--- config.mk ---
export PLATFORM = sky130hd
export DESIGN_NAME = superframe_index_parser
export DESIGN_NICKNAME = d
export VERILOG_FILES = /design/src/sfip_pkg.sv /design/src/superframe_index_parser.sv /design/src/sfip_ram.sv /design/src/sfip_front.sv /design/src/sfip_queue.sv /design/src/sfip_back.sv
export VERILOG_INCLUDE_DIRS = /design/src /design/src/src
export SDC_FILE = /design/constraint.sdc
export NUM_CORES = 1
export LEC_CHECK = 0
export BUFFER_PORTS_ARGS = -buffer_cell sky130_fd_sc_hd__buf_2
export CAP_MARGIN = 15
export CORE_MARGIN = 5
export CORE_UTILIZATION = 65
export CTS_BUF_LIST = sky130_fd_sc_hd__clkbuf_2 sky130_fd_sc_hd__clkbuf_4 sky130_fd_sc_hd__clkbuf_8
export DETAILED_ROUTE_END_ITERATION = 8
export GPL_ROUTABILITY_DRIVEN = 0
export GPL_TIMING_DRIVEN = 0
export PLACE_DENSITY = 0.91
export SKIP_CTS_REPAIR_TIMING = 1
export SLEW_MARGIN = 20
export SYNTH_ARGS = -nofsm -noshare
export SYNTH_HDL_FRONTEND = slang
export SYNTH_SLANG_ARGS = --single-unit
export TNS_END_PERCENT = 5
--- constraint.sdc ---
create_clock -name aclk -period 7.7 [get_ports aclk]
set_clock_uncertainty 0.1 [all_clocks]
set_input_delay 1.155 -clock aclk [delete_from_list [all_inputs] [get_ports aclk]]
set_output_delay 1.155 -clock aclk [all_outputs]
set_load 0.005 [all_outputs]
--- src/superframe_index_parser_assert.svh ---
// ============================================================================
// Superframe index parser assertion macros
// Shared assertion forms, clocked on the rising edge and disabled in reset.
// ============================================================================
`ifndef SUPERFRAME_INDEX_PARSER_ASSERT_SVH
`define SUPERFRAME_INDEX_PARSER_ASSERT_SVH

// Same-cycle implication.
`define SFIP_ASSERT_NOW(lbl, clk, rstn, ante, cons, msg) \
    lbl: assert property (@(posedge clk) disable iff (!rstn) (ante) |-> (cons)) \
        else $error(msg);

// Next-cycle implication.
`define SFIP_ASSERT_NEXT(lbl, clk, rstn, ante, cons, msg) \
    lbl: assert property (@(posedge clk) disable iff (!rstn) (ante) |=> (cons)) \
        else $error(msg);

`endif

--- src/sfip_pkg.sv ---
// ============================================================================
// sfip_pkg
// Types, constants and marker decode functions of the superframe index parser.
// ============================================================================
package sfip_pkg;

    localparam int WINDOW_DEPTH = 34;
    localparam int SEEN_W       = 6;
    localparam int PTR_W        = 6;
    localparam int RAM_DEPTH    = 2 ** PTR_W;
    localparam int QUEUE_DEPTH  = 2;
    localparam int S_TDATA_W    = 8;
    localparam int M_TDATA_W    = 40;
    localparam int M_TUSER_W    = 2;

    localparam logic [7:0] MARKER_MASK = 8'he0;
    localparam logic [7:0] MARKER_TAG  = 8'hc0;
    localparam logic [2:0] COUNT_MASK  = 3'h7;
    localparam logic [1:0] WIDTH_MASK  = 2'h3;

    typedef enum logic [1:0] {
        ST_NO_INDEX = 2'd0,
        ST_ENTRY    = 2'd1,
        ST_CORRUPT  = 2'd2
    } status_t;

    typedef enum logic [1:0] {
        JOB_NO_INDEX,
        JOB_CORRUPT,
        JOB_INDEX
    } job_kind_t;

    typedef struct packed {
        job_kind_t        kind;
        logic [7:0]       marker;
        logic [PTR_W-1:0] end_ptr;
    } job_t;

    typedef enum logic [2:0] {
        BK_IDLE,
        BK_OPEN_RD,
        BK_OPEN_CHK,
        BK_SIZE_RD,
        BK_SIZE_CAP,
        BK_EMIT
    } back_state_t;

    function automatic logic marker_ok(input logic [7:0] marker);
        marker_ok = (marker & MARKER_MASK) == MARKER_TAG;
    endfunction

    // Frame count minus one.
    function automatic logic [2:0] frames_m1(input logic [7:0] marker);
        frames_m1 = marker[2:0] & COUNT_MASK;
    endfunction

    // Size width in bytes minus one.
    function automatic logic [1:0] mag_m1(input logic [7:0] marker);
        mag_m1 = marker[4:3] & WIDTH_MASK;
    endfunction

    // Index length: two marker bytes plus all size bytes, at most 34.
    function automatic logic [SEEN_W-1:0] index_size(input logic [7:0] marker);
        logic [SEEN_W-1:0] mag;
        logic [SEEN_W-1:0] frames;
        logic [SEEN_W-1:0] prod;
        mag        = SEEN_W'(mag_m1(marker)) + SEEN_W'(1);
        frames     = SEEN_W'(frames_m1(marker)) + SEEN_W'(1);
        prod       = SEEN_W'(mag * frames);
        index_size = prod + SEEN_W'(2);
    endfunction

endpackage

--- src/superframe_index_parser.sv ---
// ============================================================================
// superframe_index_parser
// Finds the superframe index at the tail of a chunk and streams its sizes.
// ============================================================================
//
// Channel   Dir  Item contents (tdata from bit 0 up; tuser; tlast)
// s_        in   data_byte[7:0]; tlast = chunk_end
// m_        out  entry_size[31:0], frame_number[34:32], frame_total[38:35],
//                zero fill; tuser = status[1:0]; tlast = run_last
//
// Bytes are taken one per cycle into a 64-entry window ring; a full two-entry
// job queue, or an index still being read from the ring, holds the input off.
// A result without index entries goes from idle straight to the output. For
// an index, the back reads and checks the opening marker (a mismatch gives a
// corrupt result), then one RAM read per size byte and one result per frame.
// Reset is synchronous and active low; the ring is not cleared.
// ============================================================================
module superframe_index_parser (
    input  logic        aclk,
    input  logic        aresetn,
    input  logic        s_tvalid,
    output logic        s_tready,
    input  logic [sfip_pkg::S_TDATA_W-1:0] s_tdata,  // data_byte[7:0]
    input  logic        s_tlast,
    output logic        m_tvalid,
    input  logic        m_tready,
    // entry_size[31:0], frame_number[34:32], frame_total[38:35]
    output logic [sfip_pkg::M_TDATA_W-1:0] m_tdata,
    output logic [sfip_pkg::M_TUSER_W-1:0] m_tuser,  // status[1:0]
    output logic        m_tlast
);
    import sfip_pkg::*;

    logic             ram_wr_en;
    logic [PTR_W-1:0] ram_wr_addr;
    logic [7:0]       ram_wr_data;
    logic             ram_rd_en;
    logic [PTR_W-1:0] ram_rd_addr;
    logic [7:0]       ram_rd_data;
    logic             q_push, q_full, q_pop, q_empty;
    job_t             q_job, head_job;
    logic             idx_done;

    // The front stores each byte and, on the final byte, queues one job that
    // says whether an index is absent, corrupt by length, or to be read.
    sfip_front u_front (
        .aclk        (aclk),
        .aresetn     (aresetn),
        .s_tvalid    (s_tvalid),
        .s_tready    (s_tready),
        .s_tdata     (s_tdata),
        .s_tlast     (s_tlast),
        .ram_wr_en   (ram_wr_en),
        .ram_wr_addr (ram_wr_addr),
        .ram_wr_data (ram_wr_data),
        .q_push      (q_push),
        .q_job       (q_job),
        .q_full      (q_full),
        .idx_done    (idx_done)
    );

    sfip_queue u_queue (
        .aclk     (aclk),
        .aresetn  (aresetn),
        .push     (q_push),
        .push_job (q_job),
        .full     (q_full),
        .pop      (q_pop),
        .head_job (head_job),
        .empty    (q_empty)
    );

    // The ring is larger than the 34-byte window so that a free-running
    // pointer wraps on its own.
    sfip_ram #(
        .WIDTH (8),
        .DEPTH (RAM_DEPTH)
    ) u_window (
        .aclk    (aclk),
        .wr_en   (ram_wr_en),
        .wr_addr (ram_wr_addr),
        .wr_data (ram_wr_data),
        .rd_en   (ram_rd_en),
        .rd_addr (ram_rd_addr),
        .rd_data (ram_rd_data)
    );

    // The back checks the opening marker, reads the sizes little-endian and
    // owns the output register.
    sfip_back u_back (
        .aclk        (aclk),
        .aresetn     (aresetn),
        .head_job    (head_job),
        .q_empty     (q_empty),
        .q_pop       (q_pop),
        .ram_rd_en   (ram_rd_en),
        .ram_rd_addr (ram_rd_addr),
        .ram_rd_data (ram_rd_data),
        .idx_done    (idx_done),
        .m_tvalid    (m_tvalid),
        .m_tready    (m_tready),
        .m_tdata     (m_tdata),
        .m_tuser     (m_tuser),
        .m_tlast     (m_tlast)
    );

endmodule

--- src/sfip_ram.sv ---
// ============================================================================
// sfip_ram
// Generic single-write, single-read RAM with registered read data.
// ============================================================================
module sfip_ram #(
    parameter int WIDTH = 8,
    parameter int DEPTH = 64
) (
    input  logic                     aclk,
    input  logic                     wr_en,
    input  logic [$clog2(DEPTH)-1:0] wr_addr,
    input  logic [WIDTH-1:0]         wr_data,
    input  logic                     rd_en,
    input  logic [$clog2(DEPTH)-1:0] rd_addr,
    output logic [WIDTH-1:0]         rd_data
);

    logic [WIDTH-1:0] mem [DEPTH];
    logic [WIDTH-1:0] rd_data_reg;

    always_ff @(posedge aclk) begin
        if (wr_en) begin
            mem[wr_addr] <= wr_data;
        end
        if (rd_en) begin
            rd_data_reg <= mem[rd_addr];
        end
    end

    assign rd_data = rd_data_reg;

endmodule

--- src/sfip_front.sv ---
// ============================================================================
// sfip_front
// Takes chunk bytes, stores them in the window ring and classifies chunk ends.
// ============================================================================
module sfip_front (
    input  logic                      aclk,
    input  logic                      aresetn,
    input  logic                      s_tvalid,
    output logic                      s_tready,
    input  logic [sfip_pkg::S_TDATA_W-1:0] s_tdata,
    input  logic                      s_tlast,
    output logic                      ram_wr_en,
    output logic [sfip_pkg::PTR_W-1:0] ram_wr_addr,
    output logic [7:0]                ram_wr_data,
    output logic                      q_push,
    output sfip_pkg::job_t            q_job,
    input  logic                      q_full,
    input  logic                      idx_done
);
    import sfip_pkg::*;

    logic [SEEN_W-1:0] seen_reg, seen_next, seen_inc;
    logic [PTR_W-1:0]  wr_ptr_reg, wr_ptr_next;
    logic              pending_reg, pending_next;
    logic              accept;
    logic [7:0]        byte_in;

    // The ring must not be overwritten while an index is still being read.
    assign s_tready = !q_full && !pending_reg;
    assign accept   = s_tvalid && s_tready;
    assign byte_in  = s_tdata[7:0];

    assign ram_wr_en   = accept;
    assign ram_wr_addr = wr_ptr_reg;
    assign ram_wr_data = byte_in;

    always_comb begin
        seen_inc     = (seen_reg < SEEN_W'(WINDOW_DEPTH)) ? seen_reg + SEEN_W'(1) : seen_reg;
        seen_next    = seen_reg;
        wr_ptr_next  = wr_ptr_reg;
        pending_next = pending_reg;
        q_push       = 1'b0;
        q_job.marker  = byte_in;
        q_job.end_ptr = wr_ptr_reg;
        if (!marker_ok(byte_in)) begin
            q_job.kind = JOB_NO_INDEX;
        end else if (seen_inc < index_size(byte_in)) begin
            q_job.kind = JOB_CORRUPT;
        end else begin
            q_job.kind = JOB_INDEX;
        end
        if (idx_done) begin
            pending_next = 1'b0;
        end
        if (accept) begin
            wr_ptr_next = wr_ptr_reg + PTR_W'(1);
            seen_next   = s_tlast ? '0 : seen_inc;
            if (s_tlast) begin
                q_push = 1'b1;
                if (q_job.kind == JOB_INDEX) begin
                    pending_next = 1'b1;
                end
            end
        end
    end

    always_ff @(posedge aclk) begin
        if (!aresetn) begin
            seen_reg    <= '0;
            wr_ptr_reg  <= '0;
            pending_reg <= 1'b0;
        end else begin
            seen_reg    <= seen_next;
            wr_ptr_reg  <= wr_ptr_next;
            pending_reg <= pending_next;
        end
    end

endmodule

--- src/sfip_queue.sv ---
// ============================================================================
// sfip_queue
// Short job queue between the front and the back.
// ============================================================================
module sfip_queue (
    input  logic           aclk,
    input  logic           aresetn,
    input  logic           push,
    input  sfip_pkg::job_t push_job,
    output logic           full,
    input  logic           pop,
    output sfip_pkg::job_t head_job,
    output logic           empty
);
    import sfip_pkg::*;

    localparam int QPTR_W = $clog2(QUEUE_DEPTH);
    localparam int QCNT_W = $clog2(QUEUE_DEPTH + 1);

    job_t              entries [QUEUE_DEPTH];
    logic [QPTR_W-1:0] wr_ptr_reg, wr_ptr_next;
    logic [QPTR_W-1:0] rd_ptr_reg, rd_ptr_next;
    logic [QCNT_W-1:0] count_reg, count_next;
    logic              do_push, do_pop;

    assign full     = count_reg == QCNT_W'(QUEUE_DEPTH);
    assign empty    = count_reg == '0;
    assign do_push  = push && !full;
    assign do_pop   = pop && !empty;
    assign head_job = entries[rd_ptr_reg];

    always_comb begin
        wr_ptr_next = wr_ptr_reg;
        rd_ptr_next = rd_ptr_reg;
        count_next  = count_reg;
        if (do_push) begin
            wr_ptr_next = (wr_ptr_reg == QPTR_W'(QUEUE_DEPTH - 1)) ? '0 : wr_ptr_reg + QPTR_W'(1);
        end
        if (do_pop) begin
            rd_ptr_next = (rd_ptr_reg == QPTR_W'(QUEUE_DEPTH - 1)) ? '0 : rd_ptr_reg + QPTR_W'(1);
        end
        if (do_push && !do_pop) begin
            count_next = count_reg + QCNT_W'(1);
        end else if (do_pop && !do_push) begin
            count_next = count_reg - QCNT_W'(1);
        end
    end

    always_ff @(posedge aclk) begin
        if (do_push) begin
            entries[wr_ptr_reg] <= push_job;
        end
        if (!aresetn) begin
            wr_ptr_reg <= '0;
            rd_ptr_reg <= '0;
            count_reg  <= '0;
        end else begin
            wr_ptr_reg <= wr_ptr_next;
            rd_ptr_reg <= rd_ptr_next;
            count_reg  <= count_next;
        end
    end

endmodule

--- src/sfip_back.sv ---
// ============================================================================
// sfip_back
// Checks the opening marker, gathers frame sizes and drives the result stream.
// ============================================================================
`include "superframe_index_parser_assert.svh"

module sfip_back (
    input  logic                       aclk,
    input  logic                       aresetn,
    input  sfip_pkg::job_t             head_job,
    input  logic                       q_empty,
    output logic                       q_pop,
    output logic                       ram_rd_en,
    output logic [sfip_pkg::PTR_W-1:0] ram_rd_addr,
    input  logic [7:0]                 ram_rd_data,
    output logic                       idx_done,
    output logic                       m_tvalid,
    input  logic                       m_tready,
    output logic [sfip_pkg::M_TDATA_W-1:0] m_tdata,
    output logic [sfip_pkg::M_TUSER_W-1:0] m_tuser,
    output logic                       m_tlast
);
    import sfip_pkg::*;

    back_state_t       state_reg, state_next;
    logic [7:0]        marker_reg, marker_next;
    logic [PTR_W-1:0]  rd_ptr_reg, rd_ptr_next;
    logic [1:0]        byte_idx_reg, byte_idx_next;
    logic [2:0]        frame_idx_reg, frame_idx_next;
    logic [31:0]       size_reg, size_next;
    status_t           status_reg, status_next;

    logic              m_valid_reg, m_valid_next;
    status_t           m_status_reg;
    logic [31:0]       m_size_reg;
    logic [2:0]        m_number_reg;
    logic [3:0]        m_total_reg;
    logic              m_last_reg;

    logic              out_free, load, res_last, open_ok, size_done;
    logic [3:0]        res_total;

    assign out_free  = !m_valid_reg || m_tready;
    assign res_last  = (status_reg != ST_ENTRY) || (frame_idx_reg == frames_m1(marker_reg));
    assign res_total = (status_reg == ST_ENTRY) ? {1'b0, frames_m1(marker_reg)} + 4'd1 : 4'd0;
    assign open_ok   = ram_rd_data == marker_reg;
    assign size_done = byte_idx_reg == mag_m1(marker_reg);

    // Next state.
    always_comb begin
        state_next = state_reg;
        case (state_reg)
            BK_IDLE: begin
                if (!q_empty) begin
                    state_next = (head_job.kind == JOB_INDEX) ? BK_OPEN_RD : BK_EMIT;
                end
            end
            BK_OPEN_RD:  state_next = BK_OPEN_CHK;
            BK_OPEN_CHK: state_next = open_ok ? BK_SIZE_RD : BK_EMIT;
            BK_SIZE_RD:  state_next = BK_SIZE_CAP;
            BK_SIZE_CAP: state_next = size_done ? BK_EMIT : BK_SIZE_RD;
            BK_EMIT: begin
                if (out_free) begin
                    state_next = res_last ? BK_IDLE : BK_SIZE_RD;
                end
            end
            default:     state_next = BK_IDLE;
        endcase
    end

    // Outputs and datapath.
    always_comb begin
        q_pop          = 1'b0;
        ram_rd_en      = 1'b0;
        idx_done       = 1'b0;
        load           = 1'b0;
        marker_next    = marker_reg;
        rd_ptr_next    = rd_ptr_reg;
        byte_idx_next  = byte_idx_reg;
        frame_idx_next = frame_idx_reg;
        size_next      = size_reg;
        status_next    = status_reg;
        case (state_reg)
            BK_IDLE: begin
                q_pop          = !q_empty;
                marker_next    = head_job.marker;
                // The opening marker sits index_size - 1 bytes behind the final byte.
                rd_ptr_next    = head_job.end_ptr
                               - PTR_W'(index_size(head_job.marker) - SEEN_W'(1));
                frame_idx_next = '0;
                byte_idx_next  = '0;
                size_next      = '0;
                case (head_job.kind)
                    JOB_NO_INDEX: status_next = ST_NO_INDEX;
                    JOB_CORRUPT:  status_next = ST_CORRUPT;
                    JOB_INDEX:    status_next = ST_ENTRY;
                    default:      status_next = ST_NO_INDEX;
                endcase
            end
            BK_OPEN_RD: begin
                ram_rd_en   = 1'b1;
                rd_ptr_next = rd_ptr_reg + PTR_W'(1);
            end
            BK_OPEN_CHK: begin
                if (!open_ok) begin
                    idx_done    = 1'b1;
                    status_next = ST_CORRUPT;
                end
            end
            BK_SIZE_RD: begin
                ram_rd_en   = 1'b1;
                rd_ptr_next = rd_ptr_reg + PTR_W'(1);
            end
            BK_SIZE_CAP: begin
                case (byte_idx_reg)
                    2'd0:    size_next[7:0]   = ram_rd_data;
                    2'd1:    size_next[15:8]  = ram_rd_data;
                    2'd2:    size_next[23:16] = ram_rd_data;
                    default: size_next[31:24] = ram_rd_data;
                endcase
                byte_idx_next = byte_idx_reg + 2'd1;
                // The last size byte of the index has been read from the window.
                idx_done = size_done && (frame_idx_reg == frames_m1(marker_reg));
            end
            BK_EMIT: begin
                load = out_free;
                if (out_free && !res_last) begin
                    frame_idx_next = frame_idx_reg + 3'd1;
                    byte_idx_next  = '0;
                    size_next      = '0;
                end
            end
            default: begin
            end
        endcase
        m_valid_next = load ? 1'b1 : (m_tready ? 1'b0 : m_valid_reg);
    end

    always_ff @(posedge aclk) begin
        marker_reg    <= marker_next;
        rd_ptr_reg    <= rd_ptr_next;
        byte_idx_reg  <= byte_idx_next;
        frame_idx_reg <= frame_idx_next;
        size_reg      <= size_next;
        status_reg    <= status_next;
        if (load) begin
            m_status_reg <= status_reg;
            m_size_reg   <= size_reg;
            m_number_reg <= frame_idx_reg;
            m_total_reg  <= res_total;
            m_last_reg   <= res_last;
        end
        if (!aresetn) begin
            state_reg   <= BK_IDLE;
            m_valid_reg <= 1'b0;
        end else begin
            state_reg   <= state_next;
            m_valid_reg <= m_valid_next;
        end
    end

    assign ram_rd_addr = rd_ptr_reg;
    assign m_tvalid    = m_valid_reg;
    assign m_tlast     = m_last_reg;
    assign m_tuser     = m_status_reg;
    assign m_tdata     = {1'b0, m_total_reg, m_number_reg, m_size_reg};

    `SFIP_ASSERT_NOW(a_entry_number, aclk, aresetn,
        m_valid_reg && (m_status_reg == ST_ENTRY),
        ({1'b0, m_number_reg} < m_total_reg), "frame number beyond frame total")
    `SFIP_ASSERT_NOW(a_status_single, aclk, aresetn,
        m_valid_reg && (m_status_reg != ST_ENTRY),
        m_last_reg && (m_total_reg == 4'd0), "status result not alone")
    `SFIP_ASSERT_NOW(a_done_place, aclk, aresetn, idx_done,
        (state_reg == BK_OPEN_CHK) || (state_reg == BK_SIZE_CAP),
        "index release outside a window read")
    `SFIP_ASSERT_NEXT(a_pop_starts, aclk, aresetn, q_pop,
        state_reg != BK_IDLE, "job taken but back part stayed idle")

endmodule

After elaboration in Yosys (flattened, before gate mapping)
Memories as Yosys holds them, arrays and structs flattened. A register that Yosys moved wholly into a read port is not among the register bits.
Index checks and enable logic that the tools add are counted.
- register bits: 116
- memories: 2
- input bits: 13
- logic and storage cells: 155
- bits in writable memories: 544
- order comparisons: 2
- reduce and logical (&&, ||, !) cells: 36
- multipliers: 2
- equal/unequal tests: 25
- $add $sub $neg: 18
- mux-type cells: 48
- memories (name ; words ; width ; rd ports ; clocked after memory_dff ; wr ports ; RTL line ; source):
    u_window.mem ; 64 ; 8 ; 1 ; 1 ; 1 ; sfip_ram.sv:18 ; logic [WIDTH-1:0] mem [DEPTH];
    u_queue.entries ; 2 ; 16 ; 1 ; 1 ; 1 ; sfip_queue.sv:20 ; job_t entries [QUEUE_DEPTH];
- operators with widths (operator ; count):
    $pmux 32 s3 ; 1
    $mux 32 ; 1
    $mux 8 ; 4
    $mux 1 ; 20
    $add 6x1->6 const B ; 3
    $mux 3 ; 6
    $pmux 3 s6 ; 1
    $mux 2 ; 7
    $add 3x1->4 const B ; 3
    $add 6x2->6 const B ; 2
    $mul 6x6->6 ; 2
    $mux 6 ; 2
    $ne 2x1->1 const B ; 6
    $pmux 6 s2 ; 1
    $reduce_and 3->1 ; 4
    $reduce_bool 2->1 ; 5
    $eq 3x3->1 const B ; 3
    $eq 2x2->1 const B ; 4
    $eq 8x8->1 ; 1
    $logic_and 1x1->1 ; 8
    $pmux 2 s2 ; 2
    $reduce_and 2->1 ; 4
    $logic_not 1->1 ; 7
    $add 2x1->3 const B ; 2
    23 further kinds ; 32

Longest topological paths before layout
- depth after elaboration: 10
- gate-level depth with buffers: 16
- mapped depth without buffers: 16

Cells and area by module
A second synthesis with hierarchy kept.
- cell total of the unflattened synthesis: 1462
- area, all modules: 27152.3 µm²
- by module, submodules not included (module ; sequential area each (µm²) ; cells each ; times used ; area each (µm²)):
    sfip_ram ; 15615.0 ; 940 ; 1 ; 20246.9
    sfip_back ; 2932.8 ; 289 ; 1 ; 4210.3
    sfip_queue ; 1061.0 ; 75 ; 1 ; 1387.6
    sfip_front ; 260.2 ; 158 ; 1 ; 1307.5

Worst setup path after synthesis
OpenSTA, ideal clock, no wires.
- path kind: input port to flip-flop
- start point: input port s_tdata[0] (netlist name)
- end point: memory u_queue.entries[0][15] (netlist name), data pin
- arrival: 3911 ps
- setup slack: 3428 ps
- data required time: 7339 ps
- cell stages on the path: 16
- cells stage by stage: ha_1 > xor2_1 > nand2b_1 > fa_1 > inv_1 > ha_1 > a21o_1 > a21o_1 > a21oi_1 > xnor2_1 > ha_1 > a21oi_1 > o21ai_0 > a22o_1 > a31oi_1 > inv_1
- RTL lines (what ; RTL line ; source):
    start, declared ; superframe_index_parser.sv:23 ; input logic [sfip_pkg::S_TDATA_W-1:0] s_tdata,
    end, declared ; sfip_queue.sv:20 ;

==> results.json <==
{
  "path_cells": "buf_4, ha_1, xor2_1, nand2b_1, fa_1, inv_1, ha_1, a21o_1, a21o_1, a21oi_1, xnor2_1, ha_1, a21oi_1, o21ai_0, a22o_1, a31oi_1, inv_1",
  "synth_edf_count": 647,
  "nets": 1628,
  "syn_area_per_cell_um2": 18.89,
  "path_clk_slew_ns": 0.05,
  "initial_core_util_pct": 65.60,
  "yosys_warnings": 0,
  "hold_depth": 0,
  "ant_nets": 0,
  "rsz0062_at_grt": "no",
  "gr-total-overflow": 0,
  "relSlewSlack_pct": 23.71,
  "setup_viol": 0,
  "p_per_area_nw_per_um2": 351.8,
  "clkLatencyLatePin_ns": 0.70,
  "critPathMaxStageDelay_ns": 0.63,
  "grt_pass1_wl_mm": 92.38,
  "synthesis.nets": 1469,
  "clock_sinks": 669,
  "worst_path_max_delay_cell": "buf_4",
  "cp-start-kind": "input pin",
  "crit_path_max_fanout": 74,
  "p_leak_nw": 9.929,
  "final.setup.tns_ns": 0,
  "maxCapViolations": 0,
  "core_um2": 40740,
  "track_usage_pct": 28.25,
  "ys_ff_latch": 669,
  "netSwitchingPower_mw": 3.380,
  "synth_top_area_share_pct": 72.70,
  "seqPwrFrac_pct": 43.1,
  "antenna_found_initial": 1,
  "status": "completed",
  "tritoncts": "done",
  "switching_share_pct": 32.45,
  "yosys.cell_count.top_type": "edfxtp_1",
  "die_h_um": 212.8,
  "required_ns": 8.02,
  "rows": 74,
  "synth.area.top_cells": "edfxtp_1 73%, mux4_2 9.4%, mux2i_1 1.8%",
  "intPower_mw": 7.037,
  "wirelength_mm": 62.86,
  "ys_async_sr_fraction_pct": 0,
  "vias_per_cell": 6.769,
  "portBuffers": 56,
  "htree_levels": 3,
  "dieArea_um2": 45270,
  "cp-end-kind": "flip-flop",
  "vias": 14770,
  "drv_slew": 0,
  "cts_buffers": 100,
  "syn_to_final_growth_pct": 10.80,
  "root_buffer": "clkbuf_8",
  "hold_viol": 0,
  "grt_pass1_vias": 14770,
  "hpwlAfterDp_mm": 39.18,
  "drcViolationCount": 0,
  "wl_per_cell_um": 28.81,
  "period_minus_slack_ns": 4.727,
  "period_share_pct": 61.39,
  "worstSetupPathType": "in -> reg",
  "yosysSeqAreaShare_pct": 74.35,
  "regMostFlops": "u_window.mem",
  "worst-r2r-cell-count": 14,
  "io_pins": 58,
  "arrival_ns": 5.04,
  "synth-main-ff-cell": "edfxtp_1",
  "drive_above_1_share_pct": 22.98,
  "vdd_drop_max_mv": 0.2585,
  "worst_pin_slew_ns": 1.144,
  "cts.path.max_buffers": 3,
  "max_freq_mhz": 211.5,
  "die_w_um": 212.8,
  "postSynthCellCount": 1415,
  "yosys-top-cells-count": "647 x edfxtp_1, 112 x mux4_2, 104 x nor2_1, 47 x mux2i_1, 35 x nand2_1",
  "finalPower_mw": 10.42,
  "crit_top_cell": "ha_1",
  "synth_cell_types": 65,
  "path_depth": 17,
  "hold_class": "reg -> reg",
  "grt_max_degree": 75,
  "pwr-share-clk_pct": 26.4,
  "first_iter_violations": 2382,
  "dr.pass1.iters": 6,
  "synth_area_leader_cell": "edfxtp_1",
  "syn_area_um2": 26720,
  "critPathTopFamily": "compound AO/OA/AOI/OAI gates",
  "largest_reg_flops": 512,
  "p_comb_share_pct": 30.6,
  "path_buf_inv": 3
}
routing by layer:
metal | track usage [%] | part of all wire (%) | wire (um) | up-vias
li1 | - | - | - | 6007
met1 | 36.62 | 33 | 20920 | 7236
met3 | 7.934 | 13 | 8037 | 266
met4 | 12.67 | 5.7 | 3590 | 2
met5 | 0 | 0.12 | 74 | -
met2 | 45.56 | 48 | 30240 | 1259
power groups by stage:
stage                     Combinational (mW)  Clock, mW  Sequential [mW]
after CTS                               3.10       2.76             4.49
after floorplan                         2.04          0             4.51
final                                   3.18       2.75             4.49
after detailed placement                3.06          0             4.56
after global routing                    3.32       2.95             4.51
after global placement                  2.92          0             4.54
final cells by class:
| cell class | count | area (um2) |
|---|---|---|
| clock inverter | 40 | 216.5 |
| tap | 532 | 665.6 |
| inverter | 29 | 108.9 |
| timing repair buffer | 57 | 320.3 |
| clock buffer | 137 | 1667 |
| sequential | 669 | 19870 |
| multi-input combinational | 646 | 6351 |
| buffer | 71 | 410.4 |
| fill | 2198 | 11130 |
| antenna | 1 | 2.502 |
placed cells by master (no fill, tap or decap), types with 9 or more instances in the layout:
| cell | n |
|---|---|
| edfxtp_1 | 647 |
| mux4_2 | 112 |
| nor2_1 | 102 |
| clkbuf_8 | 102 |
| buf_2 | 63 |
| mux2i_1 | 47 |
| nand2_1 | 35 |
| clkbuf_4 | 35 |
| ha_1 | 33 |
| clkbuf_1 | 32 |
| a21oi_1 | 27 |
| a22oi_1 | 27 |
| inv_1 | 26 |
| a211oi_1 | 23 |
| clkinv_1 | 22 |
| dfxtp_1 | 22 |
| xnor2_1 | 21 |
| xor2_1 | 21 |
| nand3_1 | 15 |
| and3_1 | 15 |
| buf_4 | 14 |
| o22ai_1 | 14 |
| a22o_1 | 12 |
| clkinv_2 | 12 |
| nand2b_1 | 10 |
| and2_1 | 10 |
| buf_6 | 10 |
| mux2_2 | 9 |
| a21o_1 | 9 |
| nand3b_1 | 9 |
path summary, 6_finish.rpt:
path                       from                     end  slack (ns)
max                  s_tdata[0]  u_queue.entries[1][15]        2.97
min reg2reg  u_back.size_reg[6]    u_back.m_size_reg[6]        0.32
max reg2reg           flip-flop   u_back.ram_rd_addr[5]        3.08
min          u_back.size_reg[6]    u_back.m_size_reg[6]        0.32
per-stage QoR:
stage / setup WS (ns) / instances / cell area (um2) / util (%) / hold slack (ns)
after floorplan: 3.428 / 1415 / 26720 / - / 0.3003
after global placement: 2.082 / 2003 / 27670 / 67.92 / 0.3041
after detailed placement: 2.029 / 2004 / 27720 / 68.04 / 0.3045
after CTS: 2.753 / 2181 / 29600 / 72.66 / 0.3161
after global routing: 2.848 / 2181 / 29610 / 72.68 / 0.3210
final: 2.973 / 2182 / 29610 / 72.68 / 0.3166
logic make-up after synthesis:
| family | count (synthesis) | share of synthesized area (%) |
|---|---|---|
| AO/OA/AOI/OAI | 162 | 4.350 |
| XOR/XNOR | 43 | 1.461 |
| adder cells (fa/ha/maj) | 41 | 2.144 |
| buffers and inverters | 100 | 1.943 |
| flip-flops | 669 | 74.35 |
| multiplexers | 169 | 11.62 |
| other | 1 | 0.01403 |
| AND/OR/NAND/NOR | 230 | 4.120 |
(Power assumes the default switching activity.)
